[src/hdl/m3i_pkg.sv]
package m3i_pkg;

	// fixed-point format and internal widths
	localparam int FRAC      = 16;
	localparam int DW        = 32;
	localparam int ADJ_W     = 65;                // exact signed cofactor
	localparam int MAG_W     = 64;                // cofactor magnitude
	localparam int DET_W     = 98;                // exact signed determinant
	localparam int DMAG_W    = 97;                // determinant magnitude
	localparam int NUM_W     = MAG_W + 2 * FRAC;  // dividend
	localparam int QB        = 33;                // quotient bits kept before saturation
	localparam int DSH_W     = DMAG_W + QB;       // widest shifted divisor
	localparam int THR_W     = 31;
	localparam int FRONT_LAT = 7;
	localparam int LANE_LAT  = QB + 1;
	localparam int LAT       = FRONT_LAT + LANE_LAT + 1;
	localparam int NE        = 9;

	localparam logic [THR_W-1:0] THR_RST = THR_W'(7);

	// cofactor operand tables: adj[i] = a[CP]*a[CQ] - a[CR]*a[CS]
	localparam int CP [NE] = '{4, 7, 1, 6, 0, 3, 3, 6, 0};
	localparam int CQ [NE] = '{8, 2, 5, 5, 8, 2, 7, 1, 4};
	localparam int CR [NE] = '{7, 1, 4, 3, 6, 0, 6, 0, 3};
	localparam int CS [NE] = '{5, 8, 2, 8, 2, 5, 4, 7, 1};

	typedef logic signed [DW-1:0] ent_t;

	typedef struct packed {
		ent_t a_r0c0; ent_t a_r0c1; ent_t a_r0c2;
		ent_t a_r1c0; ent_t a_r1c1; ent_t a_r1c2;
		ent_t a_r2c0; ent_t a_r2c1; ent_t a_r2c2;
	} mat_in_t;

	typedef struct packed {
		ent_t inv_r0c0; ent_t inv_r0c1; ent_t inv_r0c2;
		ent_t inv_r1c0; ent_t inv_r1c1; ent_t inv_r1c2;
		ent_t inv_r2c0; ent_t inv_r2c1; ent_t inv_r2c2;
		ent_t determinant;
		logic singular;
	} mat_out_t;

	// per-request status shared by all lanes
	typedef struct packed {
		logic              sing;
		ent_t              det_sat;
		logic [DMAG_W-1:0] dmag;
	} ctl_t;

	typedef struct packed {
		logic [NUM_W-1:0] num;
		logic             neg;
	} lane_req_t;

	typedef struct packed {
		logic [QB-1:0] quo;
		logic          ovf;
		logic          neg;
	} lane_res_t;

	// signed 32-bit saturation of a sign and magnitude
	function automatic ent_t sat32(input logic neg, input logic [DMAG_W-1:0] mag);
		logic [DMAG_W-1:0] lim_n;
		logic [DMAG_W-1:0] lim_p;
		ent_t r;
		lim_n = {{(DMAG_W-DW){1'b0}}, 32'h8000_0000};
		lim_p = {{(DMAG_W-DW){1'b0}}, 32'h7FFF_FFFF};
		if (neg) begin
			r = (mag > lim_n) ? ent_t'(32'h8000_0000) : ent_t'(-mag[DW-1:0]);
		end else begin
			r = (mag > lim_p) ? ent_t'(32'h7FFF_FFFF) : ent_t'(mag[DW-1:0]);
		end
		return r;
	endfunction

endpackage

[src/hdl/m3i_merge.sv]
module m3i_merge (
	input  logic                clk,
	input  m3i_pkg::lane_res_t  res [m3i_pkg::NE],
	input  m3i_pkg::ctl_t       ctl,
	input  m3i_pkg::mat_in_t    mat,
	output m3i_pkg::mat_out_t   result
);
	import m3i_pkg::*;

	ent_t av  [NE];
	ent_t inv [NE];

	assign av[0] = mat.a_r0c0; assign av[1] = mat.a_r0c1; assign av[2] = mat.a_r0c2;
	assign av[3] = mat.a_r1c0; assign av[4] = mat.a_r1c1; assign av[5] = mat.a_r1c2;
	assign av[6] = mat.a_r2c0; assign av[7] = mat.a_r2c1; assign av[8] = mat.a_r2c2;

	// saturate each lane, or pass the input through when singular
	always_comb begin
		for (int i = 0; i < NE; i++) begin
			if (ctl.sing) begin
				inv[i] = av[i];
			end else begin
				inv[i] = sat32(res[i].neg, res[i].ovf ? {DMAG_W{1'b1}} : DMAG_W'(res[i].quo));
			end
		end
	end

	// output register
	always_ff @(posedge clk) begin
		result.inv_r0c0    <= inv[0];
		result.inv_r0c1    <= inv[1];
		result.inv_r0c2    <= inv[2];
		result.inv_r1c0    <= inv[3];
		result.inv_r1c1    <= inv[4];
		result.inv_r1c2    <= inv[5];
		result.inv_r2c0    <= inv[6];
		result.inv_r2c1    <= inv[7];
		result.inv_r2c2    <= inv[8];
		result.determinant <= ctl.det_sat;
		result.singular    <= ctl.sing;
	end

endmodule

[config.mk]
export PLATFORM = sky130hd
export DESIGN_NAME = m3i_merge
export DESIGN_NICKNAME = d
export VERILOG_FILES = /design/src/hdl/m3i_pkg.sv /design/src/hdl/m3i_merge.sv
export SDC_FILE = /design/constraint.sdc
export NUM_CORES = 1
export LEC_CHECK = 0
export BUFFER_PORTS_ARGS = -buffer_cell sky130_fd_sc_hd__buf_2
export CORE_AREA = 2 2 406 408
export DETAILED_ROUTE_END_ITERATION = 8
export DIE_AREA = 0 0 408 410
export PLACE_DENSITY = 0.31
export SLEW_MARGIN = 20
export SYNTH_ARGS = -nofsm -noshare
export SYNTH_HDL_FRONTEND = slang
export SYNTH_SLANG_ARGS = --single-unit
[constraint.sdc]
create_clock -name clk -period 2.6 [get_ports clk]
set_input_delay 0.26 -clock clk [delete_from_list [all_inputs] [get_ports clk]]
set_output_delay 0.26 -clock clk [all_outputs]
set_load 0.02 [all_outputs]
==> flow_metrics.py, run 1 <==
metrics = {
    "run_status": {
        "run_status": "complete, no violations",
    },
    "detailed_routing": {
        "avgViaCountPerCell": 4.303,
        "drt-total-wl_um": 149500,
        "drc_errors": 0,
        "drt_pass1_iterations": 5,
        "vias": 27880,
        "wl_per_cell_um": 23.07,
        "drt_iter0_drc": 1682,
        "ant_nets": 0,
    },
    "final_layout": {
        "reg_top3": "result (321)",
        "num-fill-cells": 18700,
        "final-seq-area_um2": 6426,
        "drive_gt1_share_pct": 34.04,
        "fin_nets": 4973,
        "regMostFlops": "result",
        "multi_input_area_um2": 11850,
        "largest_reg_flops": 321,
        "syn_to_final_growth_pct": 82.46,
    },
    "sta": {
        "fin_crit_ns": 2.552,
        "slew_violations": 0,
        "hold_violations": 0,
        "tightest_slew_ns": 0.9963,
        "rsz0062_at_grt": "no",
        "period_share_pct": 98.16,
        "setup_viol": 0,
        "fin_setup_tns_ns": 0,
        "max_freq_mhz": 391.8,
        "fin_ws_ns": 0.04787,
        "slew_headroom_pct": 33.14,
    },
    "power_and_ir_drop": {
        "peakVddDrop_mv": 0.4923,
        "power.density_nw_per_um2": 495.8,
        "total_leakage_power_nw": 14.62,
    },
    "worst_setup_path": {
        "path_buf_inv": 3,
        "crit_required_ns": 3.18,
        "startpoint_type": "input pin",
        "cp_slowest_stage_delay_ns": 0.60,
        "cp_max_fo": 5,
        "crit_family": "simple AND/OR/NAND/NOR gates",
        "cp_slowest_cell": "or4b_1",
        "critical_path.cell_chain": "buf_2 > or4_4 > or4b_1 > buf_4 > nor4_1 > o21ai_0 > a21oi_1 > o22a_1 > dlygate4sd3_1",
        "end_kind": "flip-flop",
        "cp_data_arrival_time_ns": 3.13,
        "path_class": "input pin to flip-flop",
    },
    "synthesis": {
        "synth_edf_count": 0,
        "synth-main-ff-cell": "dfxtp_1",
        "synthArstFlopShare_pct": 0,
        "avgSynthCellArea_um2": 7.307,
        "ys_seq_area_share_pct": 33.50,
        "synth_cell_type_count": 78,
        "syn_area_um2": 19180,
        "yosys_warnings": 0,
        "synth_fp_nets": 3359,
        "synth_seq_cells": 321,
        "synthCells": 2625,
    },
    "die": {
        "die_h_um": 410,
        "die_w_um": 408,
        "core-area_um2": 163500,
        "ios": 1055,
        "dieArea_um2": 167300,
        "start_util_pct": 11.73,
        "num_rows": 149,
    },
    "clocking": {
        "cts-htree-levels": 2,
        "cts_buffers": 49,
        "clock-sinks": 321,
        "clk_path_buf_depth": 3,
        "tritoncts": "yes",
        "cts_root_buf": "clkbuf_16",
        "clk_pin_slew_worst_paths_ns": 0.05,
    },
    "placement": {
        "port_buffers": 957,
        "routabilityCongestion": 0.8981,
        "dpl_worst_slack_ns": -0.3079,
        "dpl.hpwl_um": 122500,
    },
    "global_routing": {
        "overflow": 0,
        "grt_use_total_pct": 16.99,
        "grt_pass1_vias": 27710,
        "antenna_found_initial": 50,
        "grt_max_degree": 52,
        "grt_pass1_wl_um": 207900,
    },
    "hold_path": {
        "hp-class": "input pin to flip-flop",
    },
    "job": {
        "drv_cap": 0,
    },
}
[cells in the final DEF, fill, tap and decap left out, types with 17 or more instances in the layout]
master,count
o22ai_1,35
a21oi_1,221
nor2_1,346
o21a_1,20
a2bb2oi_1,28
nand3_1,63
nand2b_1,31
o41ai_1,23
xnor2_1,17
inv_1,83
nor3_1,158
diode_2,19
nor4_1,69
buf_4,337
nand2_1,206
dfxtp_1,321
a211oi_1,29
o21ai_0,209
buf_2,956
or4_1,32
o31ai_1,50
o32ai_1,20
mux2i_1,19
dlygate4sd3_1,431
clkbuf_16,51
or3_1,43
a31oi_1,40
nand4_1,41
[metrics by stage]
step | util [%] | hold WS (ns) | area (um2) | cells | power (mW)
6_report | 21.41 | 0.03857 | 35000 | 6480 | 17.35
5_1_grt | 21.39 | 0.02803 | 34980 | 6472 | 18.15
4_1_cts | 21.27 | 0.0001896 | 34780 | 6450 | 17.65
3_5_place_dp | 17.63 | 0.3639 | 28830 | 5936 | 9.740
3_3_place_gp | 17.63 | 0.3624 | 28830 | 5936 | 9.771
2_1_floorplan | - | 0.2877 | 19180 | 2625 | 7.329
[power by group]
| part | internal, mW | leakage (nW) | switching [mW] | total (mW) |
|---|---|---|---|---|
| sequential | 5.36 | 2.71 | 0.178 | 5.54 |
| clock | 4.23 | 0.811 | 2.88 | 7.10 |
| combinational | 1.94 | 11.1 | 2.76 | 4.71 |
| total | 11.5 | 14.6 | 5.82 | 17.4 |
[cell usage after synthesis, drive strengths merged (24+ instances only)]
| cell type | n | area share [%] |
|---|---|---|
| nand2b | 31 | 1.0 |
| nor3 | 159 | 4.1 |
| nor4 | 77 | 2.6 |
| nor2 | 347 | 6.8 |
| a211oi | 29 | 1.1 |
| nand3 | 64 | 1.7 |
| a2bb2oi | 28 | 1.3 |
| nand2 | 206 | 4.0 |
| dfxtp | 321 | 34 |
| nand4 | 41 | 1.3 |
| o31ai | 51 | 2.0 |
| o41ai | 24 | 1.2 |
| or3 | 46 | 1.6 |
| or4 | 33 | 1.3 |
| clkbuf | 158 | 3.1 |
| a21oi | 222 | 5.8 |
| o22ai | 35 | 1.1 |
| o21ai | 220 | 5.7 |
| a31oi | 41 | 1.3 |
| inv | 84 | 1.6 |
[worst paths after layout]
path | start | to | slack [ns] | depth (start not counted)
min | mat[193] | result[226]$_DFF_P_ | 0.04 | 3
max | res[5] | result[56]$_DFF_P_ | 0.05 | 9
[routing by layer]
| metal | part of all wire [%] | GRT usage, % |
|---|---|---|
| met1 | 41 | 20.48 |
| met2 | 48 | 29.34 |
| met3 | 7.7 | 4.931 |
| met4 | 2.4 | 4.361 |
| met5 | 0.22 | 0 |
[layout make-up]
class,instances,area share [%]
clock buffer,62,3.965
clock inverter,22,0.7258
tap,2189,7.826
antenna,19,0.1359
inverter,86,0.9438
multi-input combinational,2039,33.85
sequential,321,18.36
timing repair buffer,1742,34.19
[cell families (layout without fill, tap and decap cells)]
family          after synthesis  after routing  share of synthesized area (%)
xor+xnor                     22             22                          1.005
buf+inv                     265           1912                          5.219
mux                          30             30                          1.637
simple gates               1106           1106                          28.55
flops                       321            321                          33.50
compound gates              881            881                          30.08
other cells                   0             19                              0
[what timing repair did]
| action | 4_1_cts | 5_1_grt |
|---|---|---|
| setup buffers | 0 | 10 |
| endpoints found under the hold margin | 301 | 1 |
| resized for setup | 0 | 18 |
| hold buffers | 430 | 1 |
| endpoints found under the setup margin | 0 | 33 |
Note: power is estimated with default switching activity, not from simulation.
==> run 2, diff against run 1 <==
--- a/config.mk
+++ b/config.mk
@@ -7,9 +7,10 @@
 export LEC_CHECK = 0
 export BUFFER_PORTS_ARGS = -buffer_cell sky130_fd_sc_hd__buf_2
 export CORE_AREA = 2 2 406 408
+export CTS_CLUSTER_DIAMETER = 80
 export DETAILED_ROUTE_END_ITERATION = 8
 export DIE_AREA = 0 0 408 410
-export PLACE_DENSITY = 0.31
+export PLACE_DENSITY = 0.3
 export SLEW_MARGIN = 20
 export SYNTH_ARGS = -nofsm -noshare
 export SYNTH_HDL_FRONTEND = slang
==> run 2 against run 1 <==
  * Worst hold slack worse by 0.010 ns
  * Sequential power about the same
  * Critical path depth unchanged
  * First-iteration DRC count down 4.2%
  * Die area is the same
  * Cell count rose by 0.86%
  * Flip-flop and latch count is the same
  * Worst setup slack lost 0.013 ns
  * Clock-buffer cell count grew 11
  * Critical path type unchanged
  * Critical endpoint is now result[141]$_DFF_P_
==> flow_metrics.py, run 2 (synthesis results as in run 1) <==
metrics = {
    "worst_setup_path": {
        "cp_slowest_cell": "dlygate4sd3_1",
        "cp_max_fo": 25,
        "endpoint": "result[141]$_DFF_P_",
        "cp_common_cell": "dlygate4sd3_1",
        "crit_path_start": "ctl[129]",
        "path_depth": 9,
        "crit_required_ns": 3.15,
        "path_buf_inv": 5,
        "cp_data_arrival_time_ns": 3.11,
        "end_kind": "flip-flop",
        "startpoint_type": "input pin",
        "crit_family": "buffers and inverters",
        "path_class": "input pin to flip-flop",
        "cp_slowest_stage_delay_ns": 0.58,
        "critical_path.cell_chain": "dlygate4sd3_1 > buf_12 > inv_16 > o21ai_1 > or2_2 > o32ai_1 > dlygate4sd3_1 > nor2_1 > dlygate4sd3_1",
    },
    "final_layout": {
        "syn_to_final_growth_pct": 85.52,
        "largest_reg_flops": 321,
        "fin_nets": 5013,
        "num-fill-cells": 18660,
        "reg_top3": "result (321)",
        "layout_common_cells": "buf_2, dlygate4sd3_1, nor2_1",
        "layout_commonest_cell": "buf_2",
        "regMostFlops": "result",
        "drive_gt1_share_pct": 33.92,
    },
    "placement": {
        "dpl_worst_slack_ns": -0.2976,
        "dpl.hpwl_um": 123800,
        "routabilityCongestion": 0.8930,
        "port_buffers": 957,
    },
    "die": {
        "dieArea_um2": 167300,
        "start_util_pct": 11.73,
        "ios": 1055,
        "die_h_um": 410,
        "num_rows": 149,
        "core-area_um2": 163500,
        "die_w_um": 408,
    },
    "clocking": {
        "cts-htree-levels": 2,
        "cts_buffers": 54,
        "clk_pin_slew_worst_paths_ns": 0.06,
        "clk_path_buf_depth": 3,
        "tritoncts": "yes",
        "clock-sinks": 321,
        "cts_root_buf": "clkbuf_16",
    },
    "sta": {
        "tightest_slew_ns": 0.9407,
        "max_freq_mhz": 389.8,
        "period_share_pct": 98.66,
        "fin_crit_ns": 2.565,
        "fin_ws_ns": 0.03476,
        "setup_viol": 0,
        "slew_headroom_pct": 36.87,
        "hold_violations": 0,
        "slew_violations": 0,
    },
    "global_routing": {
        "grt_max_degree": 85,
        "antenna_found_initial": 57,
        "overflow": 0,
        "grt_pass1_wl_um": 210200,
        "grt_pass1_vias": 28060,
        "grt_use_total_pct": 17.20,
    },
    "detailed_routing": {
        "drt-total-wl_um": 151200,
        "avgViaCountPerCell": 4.296,
        "drt_iter0_drc": 1612,
        "drt_pass1_iterations": 5,
        "drc_errors": 0,
        "vias": 28080,
        "wl_per_cell_um": 23.13,
        "ant_nets": 0,
    },
    "power_and_ir_drop": {
        "total_leakage_power_nw": 14.86,
        "peakVddDrop_mv": 0.5027,
        "power.density_nw_per_um2": 504.4,
        "p_total_mw": 17.95,
    },
    "run_status": {
        "run_status": "complete, no violations",
    },
    "job": {
        "drv_cap": 0,
    },
    "hold_path": {
        "hp-class": "input pin to flip-flop",
    },
}
==> run 2: cell types whose count changed in the layout (fill, tap and decap cells not counted), sizes merged, moves of 3 or more <==
| cell | before | now |
|---|---|---|
| buf | 1311 | 1316 |
| clkinvlp | 3 | 8 |
| dlygate4sd3 | 431 | 461 |
| inv | 85 | 90 |
| clkbuf | 62 | 73 |
| diode | 19 | 22 |
==> run 2: power by group <==
| group | internal [mW] | switching, mW |
|---|---|---|
| clock | 4.59 | 3.05 |
| combinational | 1.98 | 2.79 |
| sequential | 5.36 | 0.183 |
| total | 11.9 | 6.02 |
==> run 2: layer usage <==
layer | part of all wire (%) | track usage (%)
met5 | 0.17 | 0
met4 | 3.0 | 4.840
met3 | 7.0 | 4.341
met2 | 48 | 29.38
met1 | 42 | 21.24
==> run 2: final cells by class <==
class / count / area (um2) / area share (%)
Clock inverter: 29 / 314.1 / 0.8826
Inverter: 86 / 339.1 / 0.9529
Multi-Input combinational cell: 2039 / 11840 / 33.28
Clock buffer: 73 / 1544 / 4.339
Timing Repair Buffer: 1777 / 12330 / 34.64
Tap cell: 2189 / 2739 / 7.697
Sequential cell: 321 / 6426 / 18.06
Antenna cell: 22 / 55.05 / 0.1547
==> run 2: stage by stage <==
step | setup TNS [ns] | util, % | area [um2] | hold slack [ns] | std cells
global route | -0.006234 | 21.76 | 35570 | 0.02011 | 6530
detailed placement | -3.088 | 17.71 | 28960 | 0.3640 | 5950
floorplan | -0.02830 | - | 19180 | 0.2877 | 2625
global placement | -3.403 | 17.71 | 28960 | 0.3636 | 5950
CTS | 0 | 21.67 | 35430 | 0.001038 | 6513
finish | 0 | 21.76 | 35580 | 0.02840 | 6536
==> run 2: tightest hold or removal path: cells and delay by family <==
family | cells | cell delay (ns)
buffers and inverters | 1 | 0.10
AND/OR/NAND/NOR | 2 | 0.26
==> run 2: worst min path at each step <==
stage               slack, ns      from             endpoint  cells past startpoint
floorplan                0.29  ctl[129]    result[0]$_DFF_P_                      0
global placement         0.36  ctl[120]   result[24]$_DFF_P_                      1
detailed placement       0.36  ctl[113]   result[17]$_DFF_P_                      1
CTS                     0.001   res[27]   result[58]$_DFF_P_                      4
global route             0.02  res[205]  result[221]$_DFF_P_                      3
finish                   0.03   mat[13]   result[46]$_DFF_P_                      3
==> run 2: timing repair <==
item	in CTS	in global routing
setup endpoints to repair	0	34
hold buffers	461	1
gates resized for setup	0	19
hold endpoints to repair	307	1
setup buffers	0	1
==> run 3, diff against run 2 <==
--- a/config.mk
+++ b/config.mk
@@ -10,7 +10,6 @@
 export CTS_CLUSTER_DIAMETER = 80
 export DETAILED_ROUTE_END_ITERATION = 8
 export DIE_AREA = 0 0 408 410
-export PLACE_DENSITY = 0.3
 export SLEW_MARGIN = 20
 export SYNTH_ARGS = -nofsm -noshare
 export SYNTH_HDL_FRONTEND = slang
==> run 3 against run 2 <==
  * Sequential power about the same
  * Worst hold slack better by 0.013 ns
  * Non-clock buffer count up 26
  * Core utilization up 0.065 points
  * Fmax down 0.21%
  * Sequential share of layout area down 0.054 points
  * Clock-buffer cell count down 8
  * Flip-flop and latch count unchanged
  * Final area up 0.30%
  * Worst setup slack worse by 0.0055 ns
  * Critical path type unchanged
  * Largest power group unchanged
==> flow_metrics.py, run 3 (synthesis results as in run 1) <==
metrics = {
    "final_layout": {
        "drive_gt1_share_pct": 34.63,
        "layout_common_cells": "buf_2, dlygate4sd3_1, buf_4",
        "syn_to_final_growth_pct": 86.07,
        "reg_top3": "result (321)",
        "regMostFlops": "result",
        "fin_nets": 5039,
        "largest_reg_flops": 321,
        "final_area_um2": 35690,
        "layout_commonest_cell": "buf_2",
        "final_util_pct": 21.83,
        "num-fill-cells": 18300,
    },
    "worst_setup_path": {
        "crit_family": "buffers and inverters",
        "cp_slowest_cell": "dlygate4sd3_1",
        "cp_max_fo": 10,
        "critical_path.cell_chain": "dlygate4sd3_1 > buf_2 > nor4_1 > buf_4 > and4_2 > nand3_1 > o21ai_2 > buf_6 > buf_6 > o21ai_0 > a2bb2oi_1 > dlygate4sd3_1",
        "end_kind": "flip-flop",
        "cp_slowest_stage_delay_ns": 0.55,
        "startpoint_type": "input pin",
        "crit_required_ns": 3.20,
        "path_buf_inv": 6,
        "path_class": "input pin to flip-flop",
        "cp_data_arrival_time_ns": 3.17,
    },
    "global_routing": {
        "grt_use_total_pct": 18.30,
        "grt_pass1_vias": 28170,
        "antenna_found_initial": 84,
        "overflow": 0,
        "grt_max_degree": 44,
        "grt_pass1_wl_um": 219400,
    },
    "sta": {
        "tightest_slew_ns": 0.9568,
        "slew_headroom_pct": 35.72,
        "max_freq_mhz": 389.0,
        "setup_viol": 0,
        "hold_violations": 0,
        "fin_crit_ns": 2.571,
        "period_share_pct": 98.87,
        "slew_violations": 0,
        "rsz0062_at_grt": "yes",
        "fin_ws_ns": 0.02928,
        "fin_setup_tns_ns": 0,
    },
    "detailed_routing": {
        "drc_errors": 0,
        "drt_pass1_iterations": 6,
        "vias": 29920,
        "avgViaCountPerCell": 4.553,
        "ant_nets": 0,
        "drt-total-wl_um": 162300,
        "wl_per_cell_um": 24.70,
        "drt_iter0_drc": 2965,
    },
    "placement": {
        "dpl.hpwl_um": 134000,
        "dpl_cell_area_um2": 29140,
        "port_buffers": 957,
        "dpl_worst_slack_ns": -0.3708,
        "routabilityCongestion": 0.9930,
    },
    "die": {
        "ios": 1055,
        "die_w_um": 408,
        "core-area_um2": 163500,
        "num_rows": 149,
        "start_util_pct": 11.73,
        "dieArea_um2": 167300,
        "die_h_um": 410,
    },
    "power_and_ir_drop": {
        "peakVddDrop_mv": 0.4822,
        "total_leakage_power_nw": 14.95,
        "power.density_nw_per_um2": 510.1,
        "p_total_mw": 18.20,
    },
    "run_status": {
        "run_status": "complete, no violations",
    },
    "clocking": {
        "clk_path_buf_depth": 3,
        "clk_pin_slew_worst_paths_ns": 0.06,
        "cts_root_buf": "clkbuf_16",
        "cts_buffers": 54,
        "tritoncts": "yes",
        "clock-sinks": 321,
        "cts-htree-levels": 2,
    },
    "job": {
        "drv_cap": 0,
    },
    "hold_path": {
        "hp-class": "input pin to flip-flop",
    },
}
[run 3: cell types whose count changed in the layout (fill, tap and decap cells not counted), sizes merged]
cell / delta
buf: +37
diode: +13
dlygate4sd3: -11
clkbuf: -8
inv: +7
clkinv: -3
clkinvlp: -2
bufinv: +1
[run 3: worst paths after layout]
kind	start	end	slack [ns]	cells past startpoint
worst max-delay path	res[93]	result[102]$_DFF_P_	0.03	12
worst min-delay path	mat[15]	result[48]$_DFF_P_	0.04	3
[run 3: report_power, final]
part	internal, mW	switching (mW)	total (mW)
combinational	2.00	2.96	4.96
sequential	5.36	0.209	5.57
clock	4.54	3.14	7.68
total	11.9	6.31	18.2
[run 3: layout make-up]
class	instances	area [um2]	share of cell area [%]
inverter	86	327.8	0.9185
multi-input combinational	2039	11840	33.17
timing repair buffer	1803	12420	34.81
clock inverter	32	392.9	1.101
tap	2189	2739	7.674
clock buffer	65	1454	4.074
antenna	35	87.58	0.2454
sequential	321	6426	18.01
[run 3: through the flow]
stage | std cells | hold WS, ns
final | 6570 | 0.04132
after global routing | 6549 | 0.02386
after floorplan | 2625 | 0.2877
after detailed placement | 5985 | 0.3639
after CTS | 6532 | 0.00001510
after global placement | 5985 | 0.3621
[run 3: layer usage]
layer	share of wire (%)	global-route usage (%)	vias up	wire (um)
met3	9.1	5.119	361	14780
met4	5.7	8.908	50	9286
met1	43	23.89	14400	69360
met2	42	27.52	1766	68530
li1	-	-	13340	-
met5	0.19	0	-	313
[run 3: what timing repair did]
action,in CTS,in global routing
setup buffers,0,2
endpoints found under the hold margin,305,0
gates resized for setup,0,18
hold buffers,450,0
setup endpoints to repair,0,25
[run 3: tightest hold or removal path, stage by stage]
cell and delay, ns:
buf_2 0.14, o22ai_1 0.16, a211oi_1 0.06
